===== src/design/ldc_pkg.sv =====
package ldc_pkg;

    // Defaults for the top-level parameters
    localparam int COUNT_WIDTH_DEF   = 24;
    localparam int HEADING_WIDTH_DEF = 48;

    // Field widths
    localparam int GYRO_W     = 16;
    localparam int DIFF_W     = GYRO_W + 1;
    localparam int MS_W       = 10;
    localparam int ENC_W      = 8;
    localparam int DRIVE_W    = 9;
    localparam int PHASE_W    = 3;
    localparam int SPEED_W    = 8;
    localparam int TICKS_W    = 16;
    localparam int ANGLE_W    = 9;

    // Heading increment: (gyro - bias) * ms
    localparam int INC_W      = DIFF_W + MS_W;

    // Raw units times milliseconds that make one degree
    localparam int UNITS_PER_DEG = 131000;

    // Heading term: clamp at 256 degrees, times 3, divide by one degree
    localparam int HLIM_W     = 26;
    localparam logic [HLIM_W-1:0] HEAD_LIMIT = HLIM_W'(256 * UNITS_PER_DEG);
    localparam int DIVD_W     = HLIM_W + 1;
    localparam int QUO_W      = 10;
    localparam logic [DIVD_W-1:0] DIV_BASE = DIVD_W'(UNITS_PER_DEG) << (QUO_W - 1);

    // Turn target in raw units times milliseconds
    localparam int TARGET_W   = 26;

    // Iteration counters of the serial units
    localparam int STEP_W     = $clog2(MS_W > QUO_W ? MS_W : QUO_W);

    // Configuration port
    localparam int CFG_IDX_W  = 3;
    localparam int CFG_DATA_W = 16;

    localparam logic [CFG_IDX_W-1:0] REG_DRIVE_SPEED    = 3'd0;
    localparam logic [CFG_IDX_W-1:0] REG_TURN_SPEED     = 3'd1;
    localparam logic [CFG_IDX_W-1:0] REG_MAX_CORRECTION = 3'd2;
    localparam logic [CFG_IDX_W-1:0] REG_CELL_TICKS     = 3'd3;
    localparam logic [CFG_IDX_W-1:0] REG_GYRO_BIAS      = 3'd4;
    localparam logic [CFG_IDX_W-1:0] REG_TURN_ANGLE_DEG = 3'd5;

    localparam logic [SPEED_W-1:0]  DRIVE_SPEED_RST    = 8'd130;
    localparam logic [SPEED_W-1:0]  TURN_SPEED_RST     = 8'd100;
    localparam logic [SPEED_W-1:0]  MAX_CORRECTION_RST = 8'd40;
    localparam logic [TICKS_W-1:0]  CELL_TICKS_RST     = 16'd2071;
    localparam logic [GYRO_W-1:0]   GYRO_BIAS_RST      = 16'd0;
    localparam logic [ANGLE_W-1:0]  TURN_ANGLE_RST     = 9'd90;

    // Drive phases
    localparam logic [PHASE_W-1:0] PH_IDLE = 3'd0;
    localparam logic [PHASE_W-1:0] PH_LEG1 = 3'd1;
    localparam logic [PHASE_W-1:0] PH_TURN = 3'd2;
    localparam logic [PHASE_W-1:0] PH_LEG2 = 3'd3;
    localparam logic [PHASE_W-1:0] PH_DONE = 3'd4;

endpackage


===== src/design/ldc_smul.sv =====
module ldc_smul (
    input  logic                                clk,
    input  logic                                rst_n,
    input  logic                                start,
    input  logic signed [ldc_pkg::DIFF_W-1:0]   multiplicand,
    input  logic        [ldc_pkg::MS_W-1:0]     multiplier,
    output logic signed [ldc_pkg::INC_W-1:0]    product,
    output logic                                done
);

    logic                               busy_reg;
    logic                               done_reg;
    logic        [ldc_pkg::STEP_W-1:0]  step_reg;
    logic signed [ldc_pkg::INC_W-1:0]   mcand_reg;
    logic        [ldc_pkg::MS_W-1:0]    mplier_reg;
    logic signed [ldc_pkg::INC_W-1:0]   acc_reg;

    always_ff @(posedge clk or negedge rst_n)
    begin
        if (!rst_n)
        begin
            busy_reg <= 1'b0;
            done_reg <= 1'b0;
            step_reg <= '0;
        end
        else
        begin
            done_reg <= 1'b0;
            if (start)
            begin
                busy_reg <= 1'b1;
                step_reg <= '0;
            end
            else if (busy_reg)
            begin
                step_reg <= step_reg + ldc_pkg::STEP_W'(1);
                if (step_reg == ldc_pkg::STEP_W'(ldc_pkg::MS_W - 1))
                begin
                    busy_reg <= 1'b0;
                    done_reg <= 1'b1;
                end
            end
        end
    end

    // One multiplier bit per cycle, LSB first
    always_ff @(posedge clk)
    begin
        if (start)
        begin
            mcand_reg  <= ldc_pkg::INC_W'(multiplicand);
            mplier_reg <= multiplier;
            acc_reg    <= '0;
        end
        else if (busy_reg)
        begin
            if (mplier_reg[0])
            begin
                acc_reg <= acc_reg + mcand_reg;
            end
            mcand_reg  <= mcand_reg <<< 1;
            mplier_reg <= mplier_reg >> 1;
        end
    end

    assign product = acc_reg;
    assign done    = done_reg;

endmodule


===== src/design/ldc_sdiv.sv =====
module ldc_sdiv (
    input  logic                            clk,
    input  logic                            rst_n,
    input  logic                            start,
    input  logic [ldc_pkg::DIVD_W-1:0]      dividend,
    output logic [ldc_pkg::QUO_W-1:0]       quotient,
    output logic                            done
);

    logic                           busy_reg;
    logic                           done_reg;
    logic [ldc_pkg::STEP_W-1:0]     step_reg;
    logic [ldc_pkg::DIVD_W-1:0]     rem_reg;
    logic [ldc_pkg::DIVD_W-1:0]     dvsr_reg;
    logic [ldc_pkg::QUO_W-1:0]      quo_reg;
    logic                           fits;

    assign fits = (rem_reg >= dvsr_reg);

    always_ff @(posedge clk or negedge rst_n)
    begin
        if (!rst_n)
        begin
            busy_reg <= 1'b0;
            done_reg <= 1'b0;
            step_reg <= '0;
        end
        else
        begin
            done_reg <= 1'b0;
            if (start)
            begin
                busy_reg <= 1'b1;
                step_reg <= '0;
            end
            else if (busy_reg)
            begin
                step_reg <= step_reg + ldc_pkg::STEP_W'(1);
                if (step_reg == ldc_pkg::STEP_W'(ldc_pkg::QUO_W - 1))
                begin
                    busy_reg <= 1'b0;
                    done_reg <= 1'b1;
                end
            end
        end
    end

    // Restoring division by one degree, one quotient bit per cycle, MSB first
    always_ff @(posedge clk)
    begin
        if (start)
        begin
            rem_reg  <= dividend;
            dvsr_reg <= ldc_pkg::DIV_BASE;
            quo_reg  <= '0;
        end
        else if (busy_reg)
        begin
            if (fits)
            begin
                rem_reg <= rem_reg - dvsr_reg;
            end
            quo_reg  <= {quo_reg[ldc_pkg::QUO_W-2:0], fits};
            dvsr_reg <= dvsr_reg >> 1;
        end
    end

    assign quotient = quo_reg;
    assign done     = done_reg;

endmodule


===== src/design/l_path_drive_controller.sv =====
// Channel   Direction  Handshake                 Payload
// cfg       in         cfg_wr_en                 cfg_index, cfg_wr_data
// in        in         in_valid / in_stall       go_pressed, reset_pressed, gyro_z,
//                                                elapsed_ms, enc_delta_right, enc_delta_left
// out       out        out_valid / out_stall     motor_a_drive, motor_b_drive,
//                                                driver_enable, phase
//
// One transaction in gives one transaction out. Every tick runs the bit-serial heading
// multiply; while driving straight it also runs the bit-serial divide of the heading term.
// in_stall is high from acceptance until the result is moved into the output register;
// a result waiting there under out_stall does not block the next transaction.
// rst_n clears phase, heading, counts and the registers to their defaults.
module l_path_drive_controller #(
    parameter int COUNT_WIDTH   = ldc_pkg::COUNT_WIDTH_DEF,
    parameter int HEADING_WIDTH = ldc_pkg::HEADING_WIDTH_DEF
) (
    input  logic                                    clk,
    input  logic                                    rst_n,
    input  logic                                    cfg_wr_en,
    input  logic        [ldc_pkg::CFG_IDX_W-1:0]    cfg_index,
    input  logic        [ldc_pkg::CFG_DATA_W-1:0]   cfg_wr_data,
    input  logic                                    in_valid,
    output logic                                    in_stall,
    input  logic                                    go_pressed,
    input  logic                                    reset_pressed,
    input  logic signed [ldc_pkg::GYRO_W-1:0]       gyro_z,
    input  logic        [ldc_pkg::MS_W-1:0]         elapsed_ms,
    input  logic signed [ldc_pkg::ENC_W-1:0]        enc_delta_right,
    input  logic signed [ldc_pkg::ENC_W-1:0]        enc_delta_left,
    output logic                                    out_valid,
    input  logic                                    out_stall,
    output logic signed [ldc_pkg::DRIVE_W-1:0]      motor_a_drive,
    output logic signed [ldc_pkg::DRIVE_W-1:0]      motor_b_drive,
    output logic                                    driver_enable,
    output logic        [ldc_pkg::PHASE_W-1:0]      phase
);

    localparam int CW  = COUNT_WIDTH;
    localparam int HW  = HEADING_WIDTH;
    localparam int HW1 = HW + 1;
    localparam int AW  = CW + 1;
    localparam int EW  = CW + 2;
    localparam int DW  = ldc_pkg::DRIVE_W;
    localparam int SW  = DW + 1;
    localparam int MW  = DW + 2;

    localparam logic [2:0] ST_IDLE  = 3'd0;
    localparam logic [2:0] ST_MUL   = 3'd1;
    localparam logic [2:0] ST_HEAD  = 3'd2;
    localparam logic [2:0] ST_CHECK = 3'd3;
    localparam logic [2:0] ST_PREP  = 3'd4;
    localparam logic [2:0] ST_DIV   = 3'd5;
    localparam logic [2:0] ST_FINAL = 3'd6;
    localparam logic [2:0] ST_EMIT  = 3'd7;

    localparam logic signed [HW-1:0] HEAD_MAX = {1'b0, {(HW - 1){1'b1}}};
    localparam logic signed [HW-1:0] HEAD_MIN = {1'b1, {(HW - 1){1'b0}}};

    function automatic logic signed [DW-1:0] sat_drive(input logic signed [MW-1:0] v);
        logic signed [DW-1:0] r;
        begin
            if (v > MW'(255))
                r = DW'(255);
            else if (v < -MW'(255))
                r = -DW'(255);
            else
                r = DW'(v);
            return r;
        end
    endfunction

    // Configuration
    logic        [ldc_pkg::SPEED_W-1:0]  drive_speed_reg;
    logic        [ldc_pkg::SPEED_W-1:0]  turn_speed_reg;
    logic        [ldc_pkg::SPEED_W-1:0]  max_corr_reg;
    logic        [ldc_pkg::TICKS_W-1:0]  cell_ticks_reg;
    logic signed [ldc_pkg::GYRO_W-1:0]   gyro_bias_reg;
    logic        [ldc_pkg::ANGLE_W-1:0]  turn_angle_reg;

    // Control state
    logic [2:0]                     state_reg;
    logic [2:0]                     state_next;
    logic [ldc_pkg::PHASE_W-1:0]    phase_reg;
    logic signed [HW-1:0]           heading_reg;
    logic signed [CW-1:0]           count_r_reg;
    logic signed [CW-1:0]           count_l_reg;
    logic                           out_valid_reg;
    logic                           out_valid_next;

    // Per-tick payload
    logic                               go_reg;
    logic                               rstb_reg;
    logic [ldc_pkg::TARGET_W-1:0]       target_reg;
    logic signed [DW-1:0]               ce_reg;
    logic                               leg_end_reg;
    logic                               head_sign_reg;
    logic signed [DW-1:0]               res_a_reg;
    logic signed [DW-1:0]               res_b_reg;
    logic                               res_en_reg;
    logic signed [DW-1:0]               out_a_reg;
    logic signed [DW-1:0]               out_b_reg;
    logic                               out_en_reg;
    logic [ldc_pkg::PHASE_W-1:0]        out_phase_reg;

    // Datapath
    logic                               in_take;
    logic                               out_load;
    logic signed [ldc_pkg::DIFF_W-1:0]  gyro_diff;
    logic signed [ldc_pkg::INC_W-1:0]   head_inc;
    logic                               mul_done;
    logic                               div_done;
    logic [ldc_pkg::QUO_W-1:0]          quo;
    logic [ldc_pkg::PHASE_W-1:0]        ph_eff;
    logic                               go_start;
    logic                               ph_drive;
    logic signed [HW1-1:0]              head_sum;
    logic signed [HW-1:0]               head_sat;
    logic        [HW-1:0]               head_mag;
    logic                               turn_hit;
    logic [ldc_pkg::HLIM_W-1:0]         hclamp_mag;
    logic [ldc_pkg::DIVD_W-1:0]         div_dividend;
    logic        [AW-1:0]               mag_r;
    logic        [AW-1:0]               mag_l;
    logic signed [EW-1:0]               enc_err;
    logic signed [EW-1:0]               enc_q;
    logic signed [EW-1:0]               lim_e;
    logic signed [DW-1:0]               ce_calc;
    logic        [EW-1:0]               sum_mag;
    logic                               leg_end_calc;
    logic signed [DW-1:0]               lim_d;
    logic [ldc_pkg::QUO_W-1:0]          cg_mag;
    logic signed [DW-1:0]               cg;
    logic signed [SW-1:0]               corr_sum;
    logic signed [DW-1:0]               corr;
    logic signed [MW-1:0]               speed_e;
    logic signed [DW-1:0]               turn_drive;

    assign in_stall = (state_reg != ST_IDLE);
    assign in_take  = in_valid && !in_stall;
    assign out_load = (state_reg == ST_EMIT) && (!out_valid_reg || !out_stall);

    assign gyro_diff = ldc_pkg::DIFF_W'(gyro_z) - ldc_pkg::DIFF_W'(gyro_bias_reg);

    ldc_smul u_smul (
        .clk          (clk),
        .rst_n        (rst_n),
        .start        (in_take),
        .multiplicand (gyro_diff),
        .multiplier   (elapsed_ms),
        .product      (head_inc),
        .done         (mul_done)
    );

    ldc_sdiv u_sdiv (
        .clk      (clk),
        .rst_n    (rst_n),
        .start    (state_reg == ST_PREP),
        .dividend (div_dividend),
        .quotient (quo),
        .done     (div_done)
    );

    // Phase in force after the reset button
    assign ph_eff   = rstb_reg ? ldc_pkg::PH_IDLE : phase_reg;
    assign go_start = go_reg && (ph_eff == ldc_pkg::PH_IDLE);
    assign ph_drive = (ph_eff == ldc_pkg::PH_LEG1) || (ph_eff == ldc_pkg::PH_LEG2);

    // Saturating heading update
    assign head_sum = HW1'(heading_reg) + HW1'(head_inc);
    always_comb
    begin
        if (head_sum[HW] != head_sum[HW-1])
            head_sat = head_sum[HW] ? HEAD_MIN : HEAD_MAX;
        else
            head_sat = head_sum[HW-1:0];
    end

    assign head_mag = heading_reg[HW-1] ? HW'(-heading_reg) : HW'(heading_reg);
    assign turn_hit = (head_mag >= HW'(target_reg));

    // Heading term dividend: |clamped heading| * 3
    assign hclamp_mag   = (head_mag > HW'(ldc_pkg::HEAD_LIMIT)) ? ldc_pkg::HEAD_LIMIT
                                                                : head_mag[ldc_pkg::HLIM_W-1:0];
    assign div_dividend = {hclamp_mag, 1'b0} + ldc_pkg::DIVD_W'(hclamp_mag);

    // Encoder term, truncated toward zero
    assign mag_r   = count_r_reg[CW-1] ? AW'(-AW'(count_r_reg)) : AW'(count_r_reg);
    assign mag_l   = count_l_reg[CW-1] ? AW'(-AW'(count_l_reg)) : AW'(count_l_reg);
    assign enc_err = signed'(EW'(mag_l)) - signed'(EW'(mag_r));
    assign enc_q   = enc_err[EW-1] ? ((enc_err + EW'(3)) >>> 2) : (enc_err >>> 2);
    assign lim_e   = signed'(EW'(max_corr_reg));
    assign lim_d   = signed'(DW'(max_corr_reg));

    always_comb
    begin
        if (enc_q > lim_e)
            ce_calc = lim_d;
        else if (enc_q < -lim_e)
            ce_calc = -lim_d;
        else
            ce_calc = DW'(enc_q);
    end

    assign sum_mag      = EW'(mag_r) + EW'(mag_l);
    assign leg_end_calc = ((sum_mag >> 1) >= EW'(cell_ticks_reg));

    // Steering sum and motor drives
    assign cg_mag   = (quo > ldc_pkg::QUO_W'(max_corr_reg)) ? ldc_pkg::QUO_W'(max_corr_reg) : quo;
    assign cg       = head_sign_reg ? -signed'(DW'(cg_mag)) : signed'(DW'(cg_mag));
    assign corr_sum = SW'(ce_reg) + SW'(cg);

    always_comb
    begin
        if (corr_sum > SW'(lim_d))
            corr = lim_d;
        else if (corr_sum < -SW'(lim_d))
            corr = -lim_d;
        else
            corr = DW'(corr_sum);
    end

    assign speed_e    = signed'(MW'(drive_speed_reg));
    assign turn_drive = -signed'(DW'(turn_speed_reg));

    always_comb
    begin
        state_next = state_reg;
        unique case (state_reg)
            ST_IDLE:
            begin
                if (in_take)
                    state_next = ST_MUL;
            end
            ST_MUL:
            begin
                if (mul_done)
                    state_next = ST_HEAD;
            end
            ST_HEAD:
            begin
                if (go_start)
                    state_next = ST_EMIT;
                else if (ph_drive)
                    state_next = ST_PREP;
                else if (ph_eff == ldc_pkg::PH_TURN)
                    state_next = ST_CHECK;
                else
                    state_next = ST_EMIT;
            end
            ST_CHECK: state_next = ST_EMIT;
            ST_PREP:  state_next = ST_DIV;
            ST_DIV:
            begin
                if (div_done)
                    state_next = ST_FINAL;
            end
            ST_FINAL: state_next = ST_EMIT;
            ST_EMIT:
            begin
                if (out_load)
                    state_next = ST_IDLE;
            end
            default:  state_next = ST_IDLE;
        endcase
    end

    assign out_valid_next = out_load || (out_valid_reg && out_stall);

    always_ff @(posedge clk or negedge rst_n)
    begin
        if (!rst_n)
        begin
            state_reg       <= ST_IDLE;
            phase_reg       <= ldc_pkg::PH_IDLE;
            heading_reg     <= '0;
            count_r_reg     <= '0;
            count_l_reg     <= '0;
            out_valid_reg   <= 1'b0;
            drive_speed_reg <= ldc_pkg::DRIVE_SPEED_RST;
            turn_speed_reg  <= ldc_pkg::TURN_SPEED_RST;
            max_corr_reg    <= ldc_pkg::MAX_CORRECTION_RST;
            cell_ticks_reg  <= ldc_pkg::CELL_TICKS_RST;
            gyro_bias_reg   <= ldc_pkg::GYRO_BIAS_RST;
            turn_angle_reg  <= ldc_pkg::TURN_ANGLE_RST;
        end
        else
        begin
            state_reg     <= state_next;
            out_valid_reg <= out_valid_next;

            if (cfg_wr_en)
            begin
                unique case (cfg_index)
                    ldc_pkg::REG_DRIVE_SPEED:    drive_speed_reg <= cfg_wr_data[7:0];
                    ldc_pkg::REG_TURN_SPEED:     turn_speed_reg  <= cfg_wr_data[7:0];
                    ldc_pkg::REG_MAX_CORRECTION: max_corr_reg    <= cfg_wr_data[7:0];
                    ldc_pkg::REG_CELL_TICKS:     cell_ticks_reg  <= cfg_wr_data;
                    ldc_pkg::REG_GYRO_BIAS:      gyro_bias_reg   <= cfg_wr_data;
                    ldc_pkg::REG_TURN_ANGLE_DEG: turn_angle_reg  <= cfg_wr_data[8:0];
                    default: ;
                endcase
            end

            unique case (state_reg)
                ST_IDLE:
                begin
                    // counts wrap within their width
                    if (in_take)
                    begin
                        count_r_reg <= count_r_reg + CW'(enc_delta_right);
                        count_l_reg <= count_l_reg + CW'(enc_delta_left);
                    end
                end
                ST_HEAD:
                begin
                    if (go_start)
                    begin
                        phase_reg   <= ldc_pkg::PH_LEG1;
                        heading_reg <= '0;
                        count_r_reg <= '0;
                        count_l_reg <= '0;
                    end
                    else if (ph_drive || (ph_eff == ldc_pkg::PH_TURN))
                    begin
                        heading_reg <= head_sat;
                    end
                    else
                    begin
                        phase_reg <= ph_eff;
                        if (rstb_reg)
                            heading_reg <= '0;
                    end
                end
                ST_CHECK:
                begin
                    if (turn_hit)
                    begin
                        phase_reg   <= ldc_pkg::PH_LEG2;
                        heading_reg <= '0;
                        count_r_reg <= '0;
                        count_l_reg <= '0;
                    end
                end
                ST_FINAL:
                begin
                    if (leg_end_reg)
                    begin
                        if (phase_reg == ldc_pkg::PH_LEG1)
                        begin
                            heading_reg <= '0;
                            phase_reg   <= ldc_pkg::PH_TURN;
                        end
                        else
                        begin
                            phase_reg <= ldc_pkg::PH_DONE;
                        end
                    end
                end
                default: ;
            endcase
        end
    end

    always_ff @(posedge clk)
    begin
        if (in_take)
        begin
            go_reg     <= go_pressed;
            rstb_reg   <= reset_pressed;
            target_reg <= ldc_pkg::TARGET_W'(turn_angle_reg)
                          * ldc_pkg::TARGET_W'(ldc_pkg::UNITS_PER_DEG);
        end

        case (state_reg)
            ST_HEAD:
            begin
                res_a_reg  <= '0;
                res_b_reg  <= '0;
                res_en_reg <= go_start;
            end
            ST_CHECK:
            begin
                res_a_reg  <= turn_hit ? DW'(0) : turn_drive;
                res_b_reg  <= turn_hit ? DW'(0) : turn_drive;
                res_en_reg <= 1'b1;
            end
            ST_PREP:
            begin
                ce_reg        <= ce_calc;
                leg_end_reg   <= leg_end_calc;
                head_sign_reg <= heading_reg[HW-1];
            end
            ST_FINAL:
            begin
                if (!leg_end_reg)
                begin
                    res_a_reg  <= sat_drive(-(speed_e + MW'(corr)));
                    res_b_reg  <= sat_drive(speed_e - MW'(corr));
                    res_en_reg <= 1'b1;
                end
                else if (phase_reg == ldc_pkg::PH_LEG1)
                begin
                    res_a_reg  <= turn_drive;
                    res_b_reg  <= turn_drive;
                    res_en_reg <= 1'b1;
                end
                else
                begin
                    res_a_reg  <= '0;
                    res_b_reg  <= '0;
                    res_en_reg <= 1'b0;
                end
            end
            default: ;
        endcase

        // hold the result until the output register frees up
        if (out_load)
        begin
            out_a_reg     <= res_a_reg;
            out_b_reg     <= res_b_reg;
            out_en_reg    <= res_en_reg;
            out_phase_reg <= phase_reg;
        end
    end

    assign out_valid     = out_valid_reg;
    assign motor_a_drive = out_a_reg;
    assign motor_b_drive = out_b_reg;
    assign driver_enable = out_en_reg;
    assign phase         = out_phase_reg;

endmodule


===== config.mk =====
export PLATFORM = sky130hd
export DESIGN_NAME = l_path_drive_controller
export DESIGN_NICKNAME = d
export VERILOG_FILES = /design/src/design/ldc_pkg.sv /design/src/design/ldc_smul.sv /design/src/design/ldc_sdiv.sv /design/src/design/l_path_drive_controller.sv
export SDC_FILE = /design/constraint.sdc
export NUM_CORES = 2
export LEC_CHECK = 0
export ABC_AREA = 0
export BUFFER_PORTS_ARGS = -buffer_cell sky130_fd_sc_hd__buf_2
export CORE_MARGIN = 2
export CORE_UTILIZATION = 35
export DETAILED_ROUTE_END_ITERATION = 8
export SLEW_MARGIN = 25
export SYNTH_ARGS = -nofsm -noshare
export SYNTH_HDL_FRONTEND = slang
export SYNTH_SLANG_ARGS = --single-unit

===== constraint.sdc =====
create_clock -name clk -period 12.9 [get_ports clk]
set_input_delay 0.645 -clock clk [delete_from_list [all_inputs] [get_ports clk]]
set_output_delay 0.645 -clock clk [all_outputs]
set_load 0.02 [all_outputs]

Word level (Yosys, flattened, before mapping)

Index checks and enable logic that the tools add are counted.

Bits in registers: 384
Output and inout port bits: 24

Add/subtract/negate cells: 24
$mul: 1
Magnitude comparators: 13
Eq/ne operators: 29
Mux-type cells: 77
Reduce and logical (&&, ||, !) cells: 33

Operators by type and width:

| kind                                                            | count |
|---|---|
| 2-to-1 mux 48 bit                                               | 9 |
| case mux 24 bit (3 select lines)                                | 2 |
| case mux 48 bit (3 select lines)                                | 1 |
| 2-to-1 mux 27 bit                                               | 5 |
| 2-to-1 mux 9 bit                                                | 13 |
| 2-to-1 mux 24 bit                                               | 4 |
| case mux 9 bit (3 select lines)                                 | 2 |
| 2-to-1 mux 26 bit                                               | 2 |
| 2-to-1 mux 25 bit                                               | 2 |
| negation 24 -> 25 bit                                           | 2 |
| adder 48 x 27 -> 49 bit                                         | 1 |
| adder 24 x 8 -> 24 bit                                          | 2 |
| >= comparator 48 x 26 -> 1 bit                                  | 1 |
| greater-than comparator 48 x 25 -> 1 bit, second input constant | 1 |
| negation 48 bit                                                 | 1 |
| 2-to-1 mux 3 bit                                                | 13 |
| adder 27 x 26 -> 27 bit                                         | 1 |
| adder 27 bit                                                    | 1 |
| >= comparator 27 x 26 -> 1 bit                                  | 1 |
| subtractor 27 x 26 -> 27 bit                                    | 1 |
| adder 25 x 25 -> 26 bit                                         | 1 |
| adder 26 x 3 -> 26 bit, second input constant                   | 1 |
| greater-than comparator 26 x 9 -> 1 bit                         | 1 |
| less-than comparator 26 bit                                     | 1 |
| other kinds (45)                                                | 108 |

Longest topological paths before layout

Word-level depth: 15
Gate-level depth with buffers: 51

Hierarchy

From an unflattened synthesis, not the netlist that was laid out.

Cell total of the unflattened synthesis: 4,152
Area total of the unflattened synthesis: 36,175.9 um^2

By module, submodules not included:

| module                  | times used | cells each | area each (um^2) | seq. area each (um^2) |
|---|---|---|---|---|
| l_path_drive_controller | 1          | 3,265      | 27,871.7         | 6,536.3 |
| ldc_smul                | 1          | 440        | 4,260.3          | 1,801.7 |
| ldc_sdiv                | 1          | 447        | 4,043.9          | 1,681.6 |

Worst setup path after synthesis

OpenSTA, ideal clock, no wires.

Path kind: flip-flop to flip-flop
Start point: reg max_corr_reg[7] in the netlist's numbering
End point: reg res_a_reg[7] (data pin)
Library setup time: 0.264 ns
Arrival: 9.262 ns
Data required time: 12.636 ns
Slack: 3.374 ns
Cell stages (with the launch flop): 44
Cell sequence: dfrtp_1 > clkbuf_1 > inv_1 > ha_1 > nand4_1 > or2_2 > a211oi_1 > o21ai_0 > clkbuf_1 > mux2i_1 > ha_1 > nor2b_1 > xnor2_1 > ha_1 > nor2b_1 > o21a_1 > or3_1 > and2_1 > [8 not listed] > nor3_1 > a21oi_1 > o22a_1 > ha_1 > ha_1 > a21o_1 > a21oi_1 > o21bai_1 > a21oi_1 > xnor2_1 > or4_1 > nor2b_1 > o221a_2 > maj3_1 > or2_2 > clkbuf_1 > a31oi_1 > o21ai_0

Word-level cells in the longest chain between the ends: 15

Ends and longest elaborated chain:

| element                                 | RTL line                       | RTL |
|---|---|---|
| from (decl)                             | l_path_drive_controller.sv:75  | `logic [ldc_pkg::SPEED_W-1:0] max_corr_reg;` |
| from (signal assigned)                  | l_path_drive_controller.sv:281 | `max_corr_reg <= ldc_pkg::MAX_CORRECTION_RST;` |
| from (signal assigned)                  | l_path_drive_controller.sv:296 | `ldc_pkg::REG_MAX_CORRECTION: max_corr_reg <= cfg_wr_data[7:0];` |
| greater-than comparator 10 x 8 -> 1 bit | l_path_drive_controller.sv:208 | `assign cg_mag = (quo > ldc_pkg::QUO_W'(max_corr_reg)) ? ldc_pkg::QUO_W'(max_corr_reg) : quo;` |
| 2-to-1 mux 9 bit                        | l_path_drive_controller.sv:208 |  |
| negation 9 bit                          | l_path_drive_controller.sv:209 | `assign cg = head_sign_reg ? -signed'(DW'(cg_mag)) : signed'(DW'(cg_mag));` |
| 2-to-1 mux 9 bit                        | l_path_drive_controller.sv:209 |  |
| adder 9 x 9 -> 10 bit                   | l_path_drive_controller.sv:210 | `assign corr_sum = SW'(ce_reg) + SW'(cg);` |
| less-than comparator 10 bit             | l_path_drive_controller.sv:216 | `else if (corr_sum < -SW'(lim_d))` |
| 2-to-1 mux 9 bit                        | l_path_drive_controller.sv:216 |  |
| 2-to-1 mux 9 bit (*)                    | l_path_drive_controller.sv:214 | `if (corr_sum > SW'(lim_d))` |
| adder 9 x 9 -> 10 bit (*)               | l_path_drive_controller.sv:397 | `res_a_reg <= sat_drive(-(speed_e + MW'(corr)));` |
| negation 10 -> 11 bit (*)               | l_path_drive_controller.sv:397 |  |
| less-than comparator 11 x 9 -> 1 bit    | l_path_drive_controller.sv:64  | `else if (v < -MW'(255))` |
| 2-to-1 mux 9 bit                        | l_path_drive_controller.sv:64  |  |
| 2-to-1 mux 9 bit (*)                    | l_path_drive_controller.sv:62  | `if (v > MW'(255))` |
| 2-to-1 mux 9 bit (*)                    | l_path_drive_controller.sv:395 | `if (!leg_end_reg)` |
| case mux 9 bit (3 select lines) (*)     | l_path_drive_controller.sv:374 | `case (state_reg)` |
| to (signal assigned)                    | l_path_drive_controller.sv:383 | `res_a_reg <= turn_hit ? DW'(0) : turn_drive;` |
| to (signal assigned)                    | l_path_drive_controller.sv:397 |  |
| to (signal assigned)                    | l_path_drive_controller.sv:403 | `res_a_reg <= turn_drive;` |
| to (decl)                               | l_path_drive_controller.sv:97  | `logic signed [DW-1:0] res_a_reg;` |

Mark *: on every way between the ends. The rest lies on a longest branch, timed or not.
A chain may end at the register's enable or synchronous reset.

Final worst setup path

Start point: reg max_corr_reg[6] in the netlist's numbering
End point: reg res_a_reg[6] (data pin)

The elaborated chain is that of the path after synthesis.

==> run_results.csv <==
group,metric,value,unit
outcome,outcome,"completed",
route,antenna_left,0,
yosys,ys_types,107,
yosys,postSynthCellCount,4063,
clock_tree,h-tree-depth,2,
final_layout,multi_input_area,23700,um^2
floorplanning,die_width,322,um
route,avgViaCountPerCell,5.30,
global_route,antenna_found_initial,1,
route,drc,0,
yosys,synth_edf_count,141,
yosys,ys_seq_elements,384,
clock_tree,cts.path.max_buffers,3,
yosys,synth_area_leaders,"ha_1, edfxtp_1, dfrtp_1, xnor2_1, a21oi_1",
sta,period_share,79.4,%
clock_tree,cts_hold_buffers,0,
floorplanning,design.core.area,100000,um^2
clock_tree,cts_tree,"built",
worst_hold_path,hold_class,"input port to async pin",
floorplanning,rows,116,
clock_tree,clk_pin_slew,60,ps
final_layout,fin_cells,5505,
route,dr.first_iter.drc_count,1640,
setup_path,reg2reg_slack,2650,ps
final_layout,syn2layout_area_growth,9.98,%
yosys,synthTopCellsByCount,"ha_1, nand2_1, inv_1",
sta,fmax,97.6,MHz
floorplanning,die_h,322,um
setup_path,critical_path_class,"flip-flop to flip-flop",
clock_tree,cts_setup_buffers,0,
setup_path,worstSetupStartpointType,"flip-flop",
setup_path,crit_path_end_kind,"flip-flop",
global_route,grt_start_max_net_pins,75,
route,routed_wl,90400,um
yosys,synth.largest_area_cell,"ha_1",
sta,hold_violations,0,
yosys,ys_seq_area_share,28.2,%
clock_tree,cts-root-buf,"clkbuf_16",
clock_tree,cts_made_buffers,46,
sta,max_slew_margin,29.7,%
run,drv_cap,0,
global_route,track_usage,17.2,%
yosys,async_reset_ff_share,46.9,%
sta,worst_slew_pin_slew,1040,ps
place,gp_routability_congestion,0.951,
route,post_drt_wl_per_cell,16.4,um
global_route,gr-total-overflow,0,
place,dp_hpwl,71000,um
setup_path,worstRegToRegCells,40,
clock_tree,cts_sinks,384,
setup_path,required,13240,ps
global_route,grt_pass1_wl,147000,um
clock_tree,cts_resized,0,
yosys,ys.flop_type,"dfrtp_1",
floorplanning,dieArea,104000,um^2
setup_path,worstPathMaxFanout,14,
yosys,synth_top_area_share,14.9,%
final_layout,final_nets,4662,
sta,finalCriticalPeriod,10250,ps
floorplanning,io_pins,92,
setup_path,slowest_stage,"dfrtp_1",
route,dr_total_vias,29176,
sta,drv_slew,0,
sta,tns,0,ps
final_layout,seq_area,10000,um^2
place,portBuffers,91,
sta,worst_clock_skew,23.4,ps
setup_path,slowest_delay,650,ps
yosys,ys_warn_count,0,
sta,rsz0062_at_grt,"no",
yosys,yosys.cell_count.top_type,"ha_1",
final_layout,fill_cells,10155,
sta,setup_viol,0,
setup_path,r2r-start,"max_corr_reg[6]$_DFFE_PN0P_",
setup_path,r2r-end,"res_a_reg[6]$_DFFE_PP_",
floorplanning,start_util,35.4,%
place,place_inst,5419,
final_layout,drive_above_1_share,7.98,%
final_layout,largest_register_ff_count,48,
global_route,grt_pass1_vias,27918,
yosys,synth_area,35500,um^2
yosys,avgSynthCellArea,8.73,um^2
setup_path,worst_ep_arrival_time,10580,ps
clock_tree,clkLatencyLatePin,600,ps
route,drtPass1Iterations,6,
## how the worst max path moves through the flow
stage / from / endpoint / slack (ps) / cells after the start
3_3_place_gp: max_corr_reg[1]$_DFFE_PN0P_ / res_a_reg[7]$_DFFE_PP_ / 2980 / 44
6_report: max_corr_reg[6]$_DFFE_PN0P_ / res_a_reg[6]$_DFFE_PP_ / 2650 / 40
4_1_cts: max_corr_reg[6]$_DFFE_PN0P_ / res_a_reg[6]$_DFFE_PP_ / 2780 / 40
3_5_place_dp: max_corr_reg[6]$_DFFE_PN0P_ / res_a_reg[7]$_DFFE_PP_ / 2800 / 40
2_1_floorplan: max_corr_reg[7]$_DFFE_PN0P_ / res_a_reg[7]$_DFFE_PP_ / 3370 / 43
5_1_grt: max_corr_reg[1]$_DFFE_PN0P_ / res_a_reg[6]$_DFFE_PP_ / 1870 / 46
## per-stage QoR
| step | hold WS (ps) | area, um^2 | setup WS (ps) | utilization (%) |
|---|---|---|---|---|
| floorplan | 349 | 35500 | 3370 | - |
| global placement | 407 | 37400 | 2980 | 37.3 |
| detailed placement | 406 | 37400 | 2800 | 37.3 |
| CTS | 62.2 | 39000 | 2780 | 38.9 |
| global route | 85.5 | 39000 | 1870 | 38.9 |
| finish | 47.5 | 39000 | 2650 | 38.9 |
## worst max-delay path: cells and delay by family, from the launching register on
kind / cells / cell delay, ps
compound gates: 15 / 2560
mux: 1 / 310
flops: 1 / 650
xor+xnor: 2 / 250
fa+ha+maj: 7 / 2180
simple gates: 13 / 3540
buf+inv: 2 / 460
## cell type report
class	instances	area share (%)
inverters	350	3.37
multi-input cells	3213	60.8
clock inverters	15	0.571
well taps	1357	4.35
repair buffers	115	1.65
flip-flops and latches	384	25.7
clock buffers	70	3.60
diodes	1	0.00641
## cell usage in the layout, fill, tap and decap left out, types with 27 or more instances in the layout
cell type and n:
xnor2_1 203, or2_2 27, a21oi_1 290, edfxtp_1 141, mux2_2 43, xor2_1 113
ha_1 424, clkbuf_16 49, nor4_1 38, nand3_1 71, dfxtp_1 63, mux2i_1 53
o21bai_1 32, o211ai_1 34, a31oi_1 37, fa_1 60, nand4_1 43, nand2b_1 53
or3_1 35, buf_2 90, and2_1 28, o21ai_0 241, nand2_1 368, dfrtp_1 163
a21o_1 100, nor2b_1 54, o21a_1 49, a221o_1 49, inv_1 348, o31ai_1 45
nor3_1 97, nor2_1 269
## metal layers
layer | vias to the layer above | GRT usage (%) | share of wire (%)
li1 | 14828 | - | -
met1 | 13718 | 24.5 | 49
met2 | 520 | 27.2 | 44
met3 | 110 | 2.39 | 4.4
met4 | 0 | 4.16 | 2.2
met5 | - | 0 | 0
## logic make-up after synthesis
kind of cell	Yosys count	synth area share, %
flip-flops	384	28.2
XOR/XNOR	316	7.80
multiplexers	97	2.89
AO/OA/AOI/OAI	1117	21.0
other	2	0.0212
AND/OR/NAND/NOR	1192	16.6
adder cells (fa/ha/maj)	486	18.4
buffers and inverters	469	5.11
Power is not shown: default switching activity piles up to over one toggle a cycle in this logic, so the estimate is an artifact.
